==> config.mk <==
export PLATFORM = sky130hd
export DESIGN_NAME = integer_to_roman_encoder_unit_flat
export DESIGN_NICKNAME = d
export VERILOG_FILES = /design/src/i2r_pkg.sv /design/src/i2r_if.sv /design/src/i2r_ctrl.sv /design/src/i2r_datapath.sv /design/src/integer_to_roman_encoder_unit.sv /design/src/flat_wrapper.sv
export VERILOG_INCLUDE_DIRS = /design/src /design/src/src
export SDC_FILE = /design/constraint.sdc
export NUM_CORES = 1
export LEC_CHECK = 0
export BUFFER_PORTS_ARGS = -buffer_cell sky130_fd_sc_hd__buf_2
export CELL_PAD_IN_SITES_DETAIL_PLACEMENT = 1
export CELL_PAD_IN_SITES_GLOBAL_PLACEMENT = 1
export CORE_ASPECT_RATIO = 0.75
export CORE_MARGIN = 2
export CORE_UTILIZATION = 35
export DETAILED_ROUTE_END_ITERATION = 16
export PLACE_DENSITY_LB_ADDON = 0.05
export SETUP_SLACK_MARGIN = 0.02
export SLEW_MARGIN = 20
export SYNTH_ARGS = -nofsm -noshare
export SYNTH_HDL_FRONTEND = slang
export SYNTH_HIERARCHICAL = 1
export SYNTH_SLANG_ARGS = --single-unit
==> constraint.sdc <==
create_clock -name clk -period 7.6 [get_ports clk]
set_input_delay 0.38 -clock clk [delete_from_list [all_inputs] [get_ports clk]]
set_output_delay 0.38 -clock clk [all_outputs]
set_load 0.01 [all_outputs]
==> src/integer_to_roman_encoder_unit_defines.svh <==
// Assertion macros used by the datapath of the integer to Roman numeral encoder.
`ifndef INTEGER_TO_ROMAN_ENCODER_UNIT_DEFINES_SVH
`define INTEGER_TO_ROMAN_ENCODER_UNIT_DEFINES_SVH

`ifndef SYNTHESIS
`define I2R_ASSERT(lbl, clk, rst_n, prop, msg) \
  lbl: assert property (@(posedge clk) disable iff (!rst_n) prop) else $error(msg);
`define I2R_ASSERT_NEVER(lbl, clk, rst_n, expr, msg) \
  lbl: assert property (@(posedge clk) disable iff (!rst_n) !(expr)) else $error(msg);
`else
`define I2R_ASSERT(lbl, clk, rst_n, prop, msg)
`define I2R_ASSERT_NEVER(lbl, clk, rst_n, expr, msg)
`endif

`endif

==> src/i2r_pkg.sv <==
// Types, constants and lookup functions of the integer to Roman numeral encoder.
package i2r_pkg;

  localparam int unsigned ValueW  = 12;
  localparam int unsigned CharW   = 7;
  localparam int unsigned DigitW  = 4;
  localparam int unsigned LenW    = 3;
  localparam int unsigned ProdW   = 24;

  localparam logic [ValueW-1:0] MaxValue = 12'd3999;
  localparam logic [ValueW-1:0] Recip10  = 12'd3277;
  localparam int unsigned RecipShift     = 15;
  localparam int unsigned QuotW          = ProdW - RecipShift;

  localparam logic [CharW-1:0] ChrI = 7'h49;
  localparam logic [CharW-1:0] ChrV = 7'h56;
  localparam logic [CharW-1:0] ChrX = 7'h58;
  localparam logic [CharW-1:0] ChrL = 7'h4C;
  localparam logic [CharW-1:0] ChrC = 7'h43;
  localparam logic [CharW-1:0] ChrD = 7'h44;
  localparam logic [CharW-1:0] ChrM = 7'h4D;
  localparam logic [CharW-1:0] ChrNone = 7'h00;

  typedef enum logic [1:0] {
    S_IDLE,
    S_SPLIT,
    S_EMIT,
    S_ERR
  } state_t;

  typedef enum logic [1:0] {
    SYM_ONE,
    SYM_FIVE,
    SYM_TEN
  } sym_t;

  typedef struct packed {
    logic load;
    logic split;
    logic emit;
    logic put_err;
  } cmd_t;

  typedef struct packed {
    logic bad;
    logic split_done;
    logic slot_free;
    logic final_chr;
  } sts_t;

  function automatic logic [LenW-1:0] digit_len(input logic [DigitW-1:0] d);
    logic [LenW-1:0] n;
    unique case (d)
      4'd1, 4'd5:                n = 3'd1;
      4'd2, 4'd4, 4'd6, 4'd9:    n = 3'd2;
      4'd3, 4'd7:                n = 3'd3;
      4'd8:                      n = 3'd4;
      default:                   n = 3'd0;
    endcase
    return n;
  endfunction

  function automatic sym_t digit_sym(input logic [DigitW-1:0] d,
                                     input logic [LenW-1:0] pos);
    sym_t s;
    priority if (d == 4'd9) begin
      s = (pos == 3'd0) ? SYM_ONE : SYM_TEN;
    end else if (d == 4'd4) begin
      s = (pos == 3'd0) ? SYM_ONE : SYM_FIVE;
    end else if (d >= 4'd5) begin
      s = (pos == 3'd0) ? SYM_FIVE : SYM_ONE;
    end else begin
      s = SYM_ONE;
    end
    return s;
  endfunction

  function automatic logic [CharW-1:0] place_letter(input logic [1:0] place,
                                                    input sym_t s);
    logic [CharW-1:0] c;
    unique case (place)
      2'd0: c = (s == SYM_ONE) ? ChrI : (s == SYM_FIVE) ? ChrV : ChrX;
      2'd1: c = (s == SYM_ONE) ? ChrX : (s == SYM_FIVE) ? ChrL : ChrC;
      2'd2: c = (s == SYM_ONE) ? ChrC : (s == SYM_FIVE) ? ChrD : ChrM;
      default: c = ChrM;
    endcase
    return c;
  endfunction

endpackage

==> src/i2r_if.sv <==
// Valid/ready channel interfaces for the encoder input values and output letters.
interface i2r_in_if;
  logic                      valid;
  logic                      ready;
  logic [i2r_pkg::ValueW-1:0] value;

  modport source (output valid, output value, input ready);
  modport sink   (input valid, input value, output ready);
endinterface

interface i2r_out_if;
  logic                      valid;
  logic                      ready;
  logic [i2r_pkg::CharW-1:0] character;
  logic                      last;
  logic                      error;

  modport source (output valid, output character, output last, output error, input ready);
  modport sink   (input valid, input character, input last, input error, output ready);
endinterface

==> src/i2r_ctrl.sv <==
// Controller state machine that sequences digit splitting and letter output.
module i2r_ctrl (
  input  logic          clk,
  input  logic          rst_n,
  input  logic          in_valid,
  output logic          in_ready,
  input  i2r_pkg::sts_t sts,
  output i2r_pkg::cmd_t cmd
);
  import i2r_pkg::*;

  state_t state_r;
  state_t state_nxt;
  logic   accept;

  assign accept = in_valid && (state_r == S_IDLE);

  always_ff @(posedge clk) begin
    if (!rst_n) begin
      state_r <= S_IDLE;
    end else begin
      state_r <= state_nxt;
    end
  end

  always_comb begin
    state_nxt = state_r;
    unique case (state_r)
      S_IDLE: begin
        if (accept) begin
          state_nxt = sts.bad ? S_ERR : S_SPLIT;
        end
      end
      S_SPLIT: begin
        if (sts.split_done) begin
          state_nxt = S_EMIT;
        end
      end
      S_EMIT: begin
        if (sts.slot_free && sts.final_chr) begin
          state_nxt = S_IDLE;
        end
      end
      S_ERR: begin
        if (sts.slot_free) begin
          state_nxt = S_IDLE;
        end
      end
      default: state_nxt = S_IDLE;
    endcase
  end

  always_comb begin
    in_ready    = 1'b0;
    cmd         = '0;
    unique case (state_r)
      S_IDLE: begin
        in_ready = 1'b1;
        cmd.load = accept;
      end
      S_SPLIT: cmd.split   = 1'b1;
      S_EMIT:  cmd.emit    = sts.slot_free;
      S_ERR:   cmd.put_err = sts.slot_free;
      default: cmd         = '0;
    endcase
  end

endmodule

==> src/i2r_datapath.sv <==
// Datapath with digit splitting, letter lookup and the output register.
`include "integer_to_roman_encoder_unit_defines.svh"

module i2r_datapath (
  input  logic                       clk,
  input  logic                       rst_n,
  input  logic [i2r_pkg::ValueW-1:0] in_value,
  input  i2r_pkg::cmd_t              cmd,
  output i2r_pkg::sts_t              sts,
  output logic                       out_valid,
  input  logic                       out_ready,
  output logic [i2r_pkg::CharW-1:0]  out_character,
  output logic                       out_last,
  output logic                       out_error
);
  import i2r_pkg::*;

  logic [ValueW-1:0] rem_r;
  logic [DigitW-1:0] digit_r [4];
  logic [1:0]        split_cnt_r;
  logic [1:0]        place_r;
  logic [LenW-1:0]   pos_r;

  logic              out_valid_r;
  logic [CharW-1:0]  out_chr_r;
  logic              out_last_r;
  logic              out_err_r;

  logic [ProdW-1:0]  prod;
  logic [QuotW-1:0]  quot;
  logic [ValueW-1:0] quot_x10;
  logic [DigitW-1:0] split_digit;

  logic [DigitW-1:0] cur_digit;
  logic [LenW-1:0]   cur_len;
  logic              cur_end;
  logic              lower_zero;
  logic              emit_chr;
  logic [CharW-1:0]  cur_chr;

  assign prod        = ProdW'(rem_r) * ProdW'(Recip10);
  assign quot        = prod[ProdW-1:RecipShift];
  assign quot_x10    = ValueW'({quot, 3'b000}) + ValueW'({quot, 1'b0});
  assign split_digit = DigitW'(rem_r - quot_x10);

  assign cur_digit = digit_r[place_r];
  assign cur_len   = digit_len(cur_digit);
  assign cur_end   = (pos_r == cur_len - 3'd1);
  assign cur_chr   = place_letter(place_r, digit_sym(cur_digit, pos_r));
  assign emit_chr  = cmd.emit && (cur_len != '0);

  always_comb begin
    unique case (place_r)
      2'd3:    lower_zero = (digit_r[2] == '0) && (digit_r[1] == '0) && (digit_r[0] == '0);
      2'd2:    lower_zero = (digit_r[1] == '0) && (digit_r[0] == '0);
      2'd1:    lower_zero = (digit_r[0] == '0);
      default: lower_zero = 1'b1;
    endcase
  end

  assign sts.bad        = (in_value == '0) || (in_value > MaxValue);
  assign sts.split_done = (split_cnt_r == 2'd2);
  assign sts.slot_free  = !out_valid_r || out_ready;
  assign sts.final_chr  = (cur_len != '0) && cur_end && lower_zero;

  always_ff @(posedge clk) begin
    if (cmd.load) begin
      rem_r       <= in_value;
      split_cnt_r <= 2'd0;
      place_r     <= 2'd3;
      pos_r       <= '0;
    end else if (cmd.split) begin
      rem_r                <= ValueW'(quot);
      digit_r[split_cnt_r] <= split_digit;
      split_cnt_r          <= split_cnt_r + 2'd1;
      if (split_cnt_r == 2'd2) begin
        digit_r[3] <= DigitW'(quot);
      end
    end else if (cmd.emit) begin
      if ((cur_len == '0) || cur_end) begin
        place_r <= place_r - 2'd1;
        pos_r   <= '0;
      end else begin
        pos_r <= pos_r + 3'd1;
      end
    end
  end

  always_ff @(posedge clk) begin
    if (!rst_n) begin
      out_valid_r <= 1'b0;
    end else if (emit_chr || cmd.put_err) begin
      out_valid_r <= 1'b1;
    end else if (out_ready) begin
      out_valid_r <= 1'b0;
    end
  end

  always_ff @(posedge clk) begin
    if (cmd.put_err) begin
      out_chr_r  <= ChrNone;
      out_last_r <= 1'b1;
      out_err_r  <= 1'b1;
    end else if (emit_chr) begin
      out_chr_r  <= cur_chr;
      out_last_r <= cur_end && lower_zero;
      out_err_r  <= 1'b0;
    end
  end

  assign out_valid     = out_valid_r;
  assign out_character = out_chr_r;
  assign out_last      = out_last_r;
  assign out_error     = out_err_r;

  `I2R_ASSERT_NEVER(a_err_shape, clk, rst_n, out_valid_r && out_err_r && (!out_last_r || (out_chr_r != ChrNone)), "error transaction must be a single last item with zero character")
  `I2R_ASSERT_NEVER(a_letter_nonzero, clk, rst_n, out_valid_r && !out_err_r && (out_chr_r == ChrNone), "letter transaction carries no character")
  `I2R_ASSERT_NEVER(a_digit_range, clk, rst_n, cmd.emit && (cur_digit > 4'd9), "decimal digit out of range during output")
  `I2R_ASSERT(a_no_overwrite, clk, rst_n, (out_valid_r && !out_ready) |-> !(emit_chr || cmd.put_err), "output register overwritten while stalled")

endmodule

==> src/integer_to_roman_encoder_unit.sv <==
// Top level of the integer to Roman numeral encoder.
//
// The in_chan channel takes one 12-bit unsigned value per transaction. The
// out_chan channel returns the numeral as one ASCII letter per transaction,
// most significant letter first, with last set on the final letter.
// A value of zero or above 3999 gives a single transaction with character 0,
// last 1 and error 1.
// A value is taken only while the unit is idle. After acceptance the digit
// splitter divides by ten with a reciprocal multiply, then letters leave at
// one per cycle while the receiver takes them, with a gap for each zero
// digit passed above the last nonzero one. The output register holds a
// letter until it is taken; while the receiver stalls, letter generation
// pauses and nothing is lost. A new value may be accepted while the last
// letter of the previous one still waits.
// Reset is synchronous and active low; it returns the unit to idle and
// empties the output register.
module integer_to_roman_encoder_unit (
  input logic      clk,
  input logic      rst_n,
  i2r_in_if.sink   in_chan,
  i2r_out_if.source out_chan
);
  import i2r_pkg::*;

  cmd_t cmd;
  sts_t sts;

  i2r_ctrl u_ctrl (
    .clk      (clk),
    .rst_n    (rst_n),
    .in_valid (in_chan.valid),
    .in_ready (in_chan.ready),
    .sts      (sts),
    .cmd      (cmd)
  );

  i2r_datapath u_datapath (
    .clk           (clk),
    .rst_n         (rst_n),
    .in_value      (in_chan.value),
    .cmd           (cmd),
    .sts           (sts),
    .out_valid     (out_chan.valid),
    .out_ready     (out_chan.ready),
    .out_character (out_chan.character),
    .out_last      (out_chan.last),
    .out_error     (out_chan.error)
  );

endmodule
==> src/flat_wrapper.sv <==
// flat-port wrapper written by rule: the top's interface ports become plain ports
module integer_to_roman_encoder_unit_flat import i2r_pkg::*;
  (clk, rst_n, in_chan_valid, in_chan_value, in_chan_ready, out_chan_valid, out_chan_character, out_chan_last, out_chan_error, out_chan_ready);
  i2r_in_if in_chan_i ();
  i2r_out_if out_chan_i ();
  input logic clk;
  input logic rst_n;
  input wire logic [$bits(in_chan_i.valid)-1:0] in_chan_valid;
  input wire logic [$bits(in_chan_i.value)-1:0] in_chan_value;
  output wire logic [$bits(in_chan_i.ready)-1:0] in_chan_ready;
  output wire logic [$bits(out_chan_i.valid)-1:0] out_chan_valid;
  output wire logic [$bits(out_chan_i.character)-1:0] out_chan_character;
  output wire logic [$bits(out_chan_i.last)-1:0] out_chan_last;
  output wire logic [$bits(out_chan_i.error)-1:0] out_chan_error;
  input wire logic [$bits(out_chan_i.ready)-1:0] out_chan_ready;
  assign in_chan_i.valid = in_chan_valid;
  assign in_chan_i.value = in_chan_value;
  assign in_chan_ready = in_chan_i.ready;
  assign out_chan_valid = out_chan_i.valid;
  assign out_chan_character = out_chan_i.character;
  assign out_chan_last = out_chan_i.last;
  assign out_chan_error = out_chan_i.error;
  assign out_chan_i.ready = out_chan_ready;
  integer_to_roman_encoder_unit u_core (.clk(clk), .rst_n(rst_n), .in_chan(in_chan_i), .out_chan(out_chan_i));
endmodule
==> results_dict.tcl <==
set metrics [dict create \
    setup_tns_ns 0 \
    cap_violations 0 \
    root_buffer "clkbuf_16" \
    setup_viol 0 \
    ys_warn_count 6 \
    synthFlopType "edfxtp_1" \
    worst_ep_arrival_time_ns 6.53 \
    cp_max_fo 5 \
    cp_num_buf_inv 4 \
    grt_pass1_vias 3802 \
    period_minus_slack_ns 6.50 \
    area_growth_pct 9.50 \
    ctsHoldBuffers 0 \
    period_share_pct 85.5 \
    coreArea_um2 14300 \
    path_clk_slew_ns 0.07 \
    vias_per_cell 4.88 \
    die_w_um 143 \
    grt_first_pass_wirelength_mm 20.3 \
    synth_area_um2 5080 \
    final_antenna_net_count 0 \
    drt_first_pass_iters 4 \
    syn-num-nets 654 \
    cpPeakStageDelay_ns 0.57 \
    holdCritPathClass "in -> reg" \
    clock_skew_ns 0.00792 \
    dp_hpwl_mm 10.6 \
    vias 3537 \
    synth_cell_type_count 61 \
    io_pins 27 \
    numCtsBuffers 5 \
    grt_util_all_layers_pct 17.1 \
    n_antenna_cell 0 \
    rows 38 \
    start_util_pct 35.5 \
    ys_seq_area_share_pct 24.4 \
    drt_iter0_drc 106 \
    design.die.area_um2 15500 \
    synth_cells 497 \
    final_common_cell "ha_1" \
    end_kind "flop" \
    totalWireLength_mm 12.1 \
    status "complete, no violations" \
    multiInputGateArea_um2 3470 \
    post_cts_buffers 0 \
    crit_type "reg -> reg" \
    rsz0062_at_grt "no" \
    grt_max_degree 34 \
    critPathLaunchType "flop" \
    port_buffers 25 \
    grt_antenna_before_repair 0 \
    detail_route.wl_per_cell_um 16.7 \
    clockBufferDepth 2 \
    yosys_register_bits 48 \
    required_ns 7.63 \
    cts_sinks 48 \
    cts_tree "yes" \
    cts_resized 0 \
    synth_edf_count 28 \
    final_nets 681 \
    final_layout_size_suffix_gt1_share_pct 9.33 \
    mostFrequentLayoutCells "ha_1, inv_1, fa_1" \
    cp_slowest_cell "a211oi_1" \
    fmax_mhz 154 \
    finalHoldViolations 0 \
    crit_family "adder cells" \
    drv_slew 0 \
    die_y_um 108 \
    insertion_delay_ns 0.29 \
    regArea_um2 1240 \
    gp_congestion 0.811 \
    cp_cell_sequence "ha_1, inv_1, fa_1, fa_1, inv_1, fa_1, fa_1, ha_1, a21oi_1, o21ai_0, a211oi_1, nor2b_1, o311ai_0, inv_1, ha_1, and2_1, nor2b_1, mux2i_1, xnor2_1, xnor2_1, inv_1" \
    ys_async_sr_fraction_pct 0 \
    overflow 0 \
    n_fill_cell 1660 \
    worst_pin_slew_ns 0.669 \
    postSynthAreaPerCell_um2 10.2 \
    drc 0 \
    cts.htree.levels 2 \
    slew-limit-headroom_pct 55.1 \
]
[Yosys cell counts, types with 4 or more instances]
cell      number  area [µm²]
ha_1         104        1300
inv_1         89         334
fa_1          37         741
nor2_1        30         113
edfxtp_1      28         841
nand2_1       24        90.1
dfxtp_1       20         400
xnor2_1       18         158
o21ai_0       14        70.1
a21oi_1       12        60.1
and2_1        10        62.6
nor2b_1        9        56.3
mux2i_1        8        80.1
nand3_1        7        35.0
a211oi_1       6        45.0
a21o_1         6        45.0
nor4_1         6        37.5
nand2b_1       5        31.3
nor3_1         4        20.0
[worst paths after layout]
path,from,to,slack (ns),cells after the start
worst max-delay path,u_core/u_datapath/rem_r[4]$_DFFE_PP_,u_core/u_datapath/digit_r[2][3]$_DFFE_PP_,1.10,21
worst min-delay path,rst_n,u_core/u_ctrl/state_r[0]$_SDFFE_PN0P_,0.37,2
worst max register to register,u_core/u_datapath/rem_r[4]$_DFFE_PP_,u_core/u_datapath/digit_r[2][3]$_DFFE_PP_,1.10,21
worst min register to register,u_core/u_datapath/out_error$_SDFFE_PP1P_,u_core/u_datapath/out_error$_SDFFE_PP1P_,0.45,1
[cell type report]
type                            instances  share of cell area, %
Multi-Input combinational cell        354                   62.3
Sequential cell                        48                   22.3
Clock buffer                            5                   2.25
Timing Repair Buffer                   26                   2.38
Clock inverter                          3                  0.292
Inverter                               89                   6.00
Tap cell                              200                   4.50
[state kept, by name, summed over array words and instances, names as in the netlist, named ones only]
signal and flops:
u_core/u_ctrl/state_r 2, u_core/u_datapath/digit_r 16, u_core/u_datapath/out_character 6, u_core/u_datapath/out_error 1, u_core/u_datapath/out_last 1, u_core/u_datapath/out_valid 1, u_core/u_datapath/place_r 2, u_core/u_datapath/pos_r 3
u_core/u_datapath/rem_r 12, u_core/u_datapath/split_cnt_r 2
[worst reg2reg max path: cells and delay by family (launching register included)]
family / cells / cell delay, ns
adder cells (fa/ha/maj): 7 / 3.11
multiplexers: 1 / 0.09
buffers and inverters: 4 / 0.34
XOR/XNOR: 2 / 0.40
AND/OR/NAND/NOR: 3 / 0.38
AO/OA/AOI/OAI: 4 / 1.39
flip-flops: 1 / 0.55
[layer usage]
| metal | wire [µm] | part of all wire (%) | track usage (%) | up-vias |
|---|---|---|---|---|
| li1 | - | - | - | 1742 |
| met1 | 6960 | 57 | 27.6 | 1752 |
| met4 | 57 | 0.47 | 1.77 | 0 |
| met3 | 302 | 2.5 | 2.52 | 5 |
| met2 | 4790 | 40 | 24.6 | 38 |
| met5 | 0 | 0 | 0 | - |
[stage by stage]
stage                     instances  hold slack, ns  instance area, µm²  setup slack, ns  util [%]
final                           725           0.374                5570             1.10      38.9
after global routing            725           0.379                5570            0.511      38.9
after CTS                       725           0.374                5570             1.08      38.9
after detailed placement        717           0.439                5420             1.08      37.9
after global placement          717           0.429                5420             1.33      37.9
after floorplan                 497           0.473                5080             1.76         -
[cell families (layout without fill, tap and decap cells)]
family | Yosys count | after routing | share of synthesized area (%)
fa+ha+maj | 141 | 141 | 40.2
flops | 48 | 48 | 24.4
xor+xnor | 21 | 21 | 3.62
mux | 16 | 16 | 4.46
buf+inv | 95 | 123 | 7.39
other cells | 1 | 1 | 0.0738
simple gates | 115 | 115 | 11.8
compound gates | 60 | 60 | 8.05
Power is left out: the tool's default activity adds up to more than one toggle a clock period on the data nets, which glitch-free logic cannot reach.
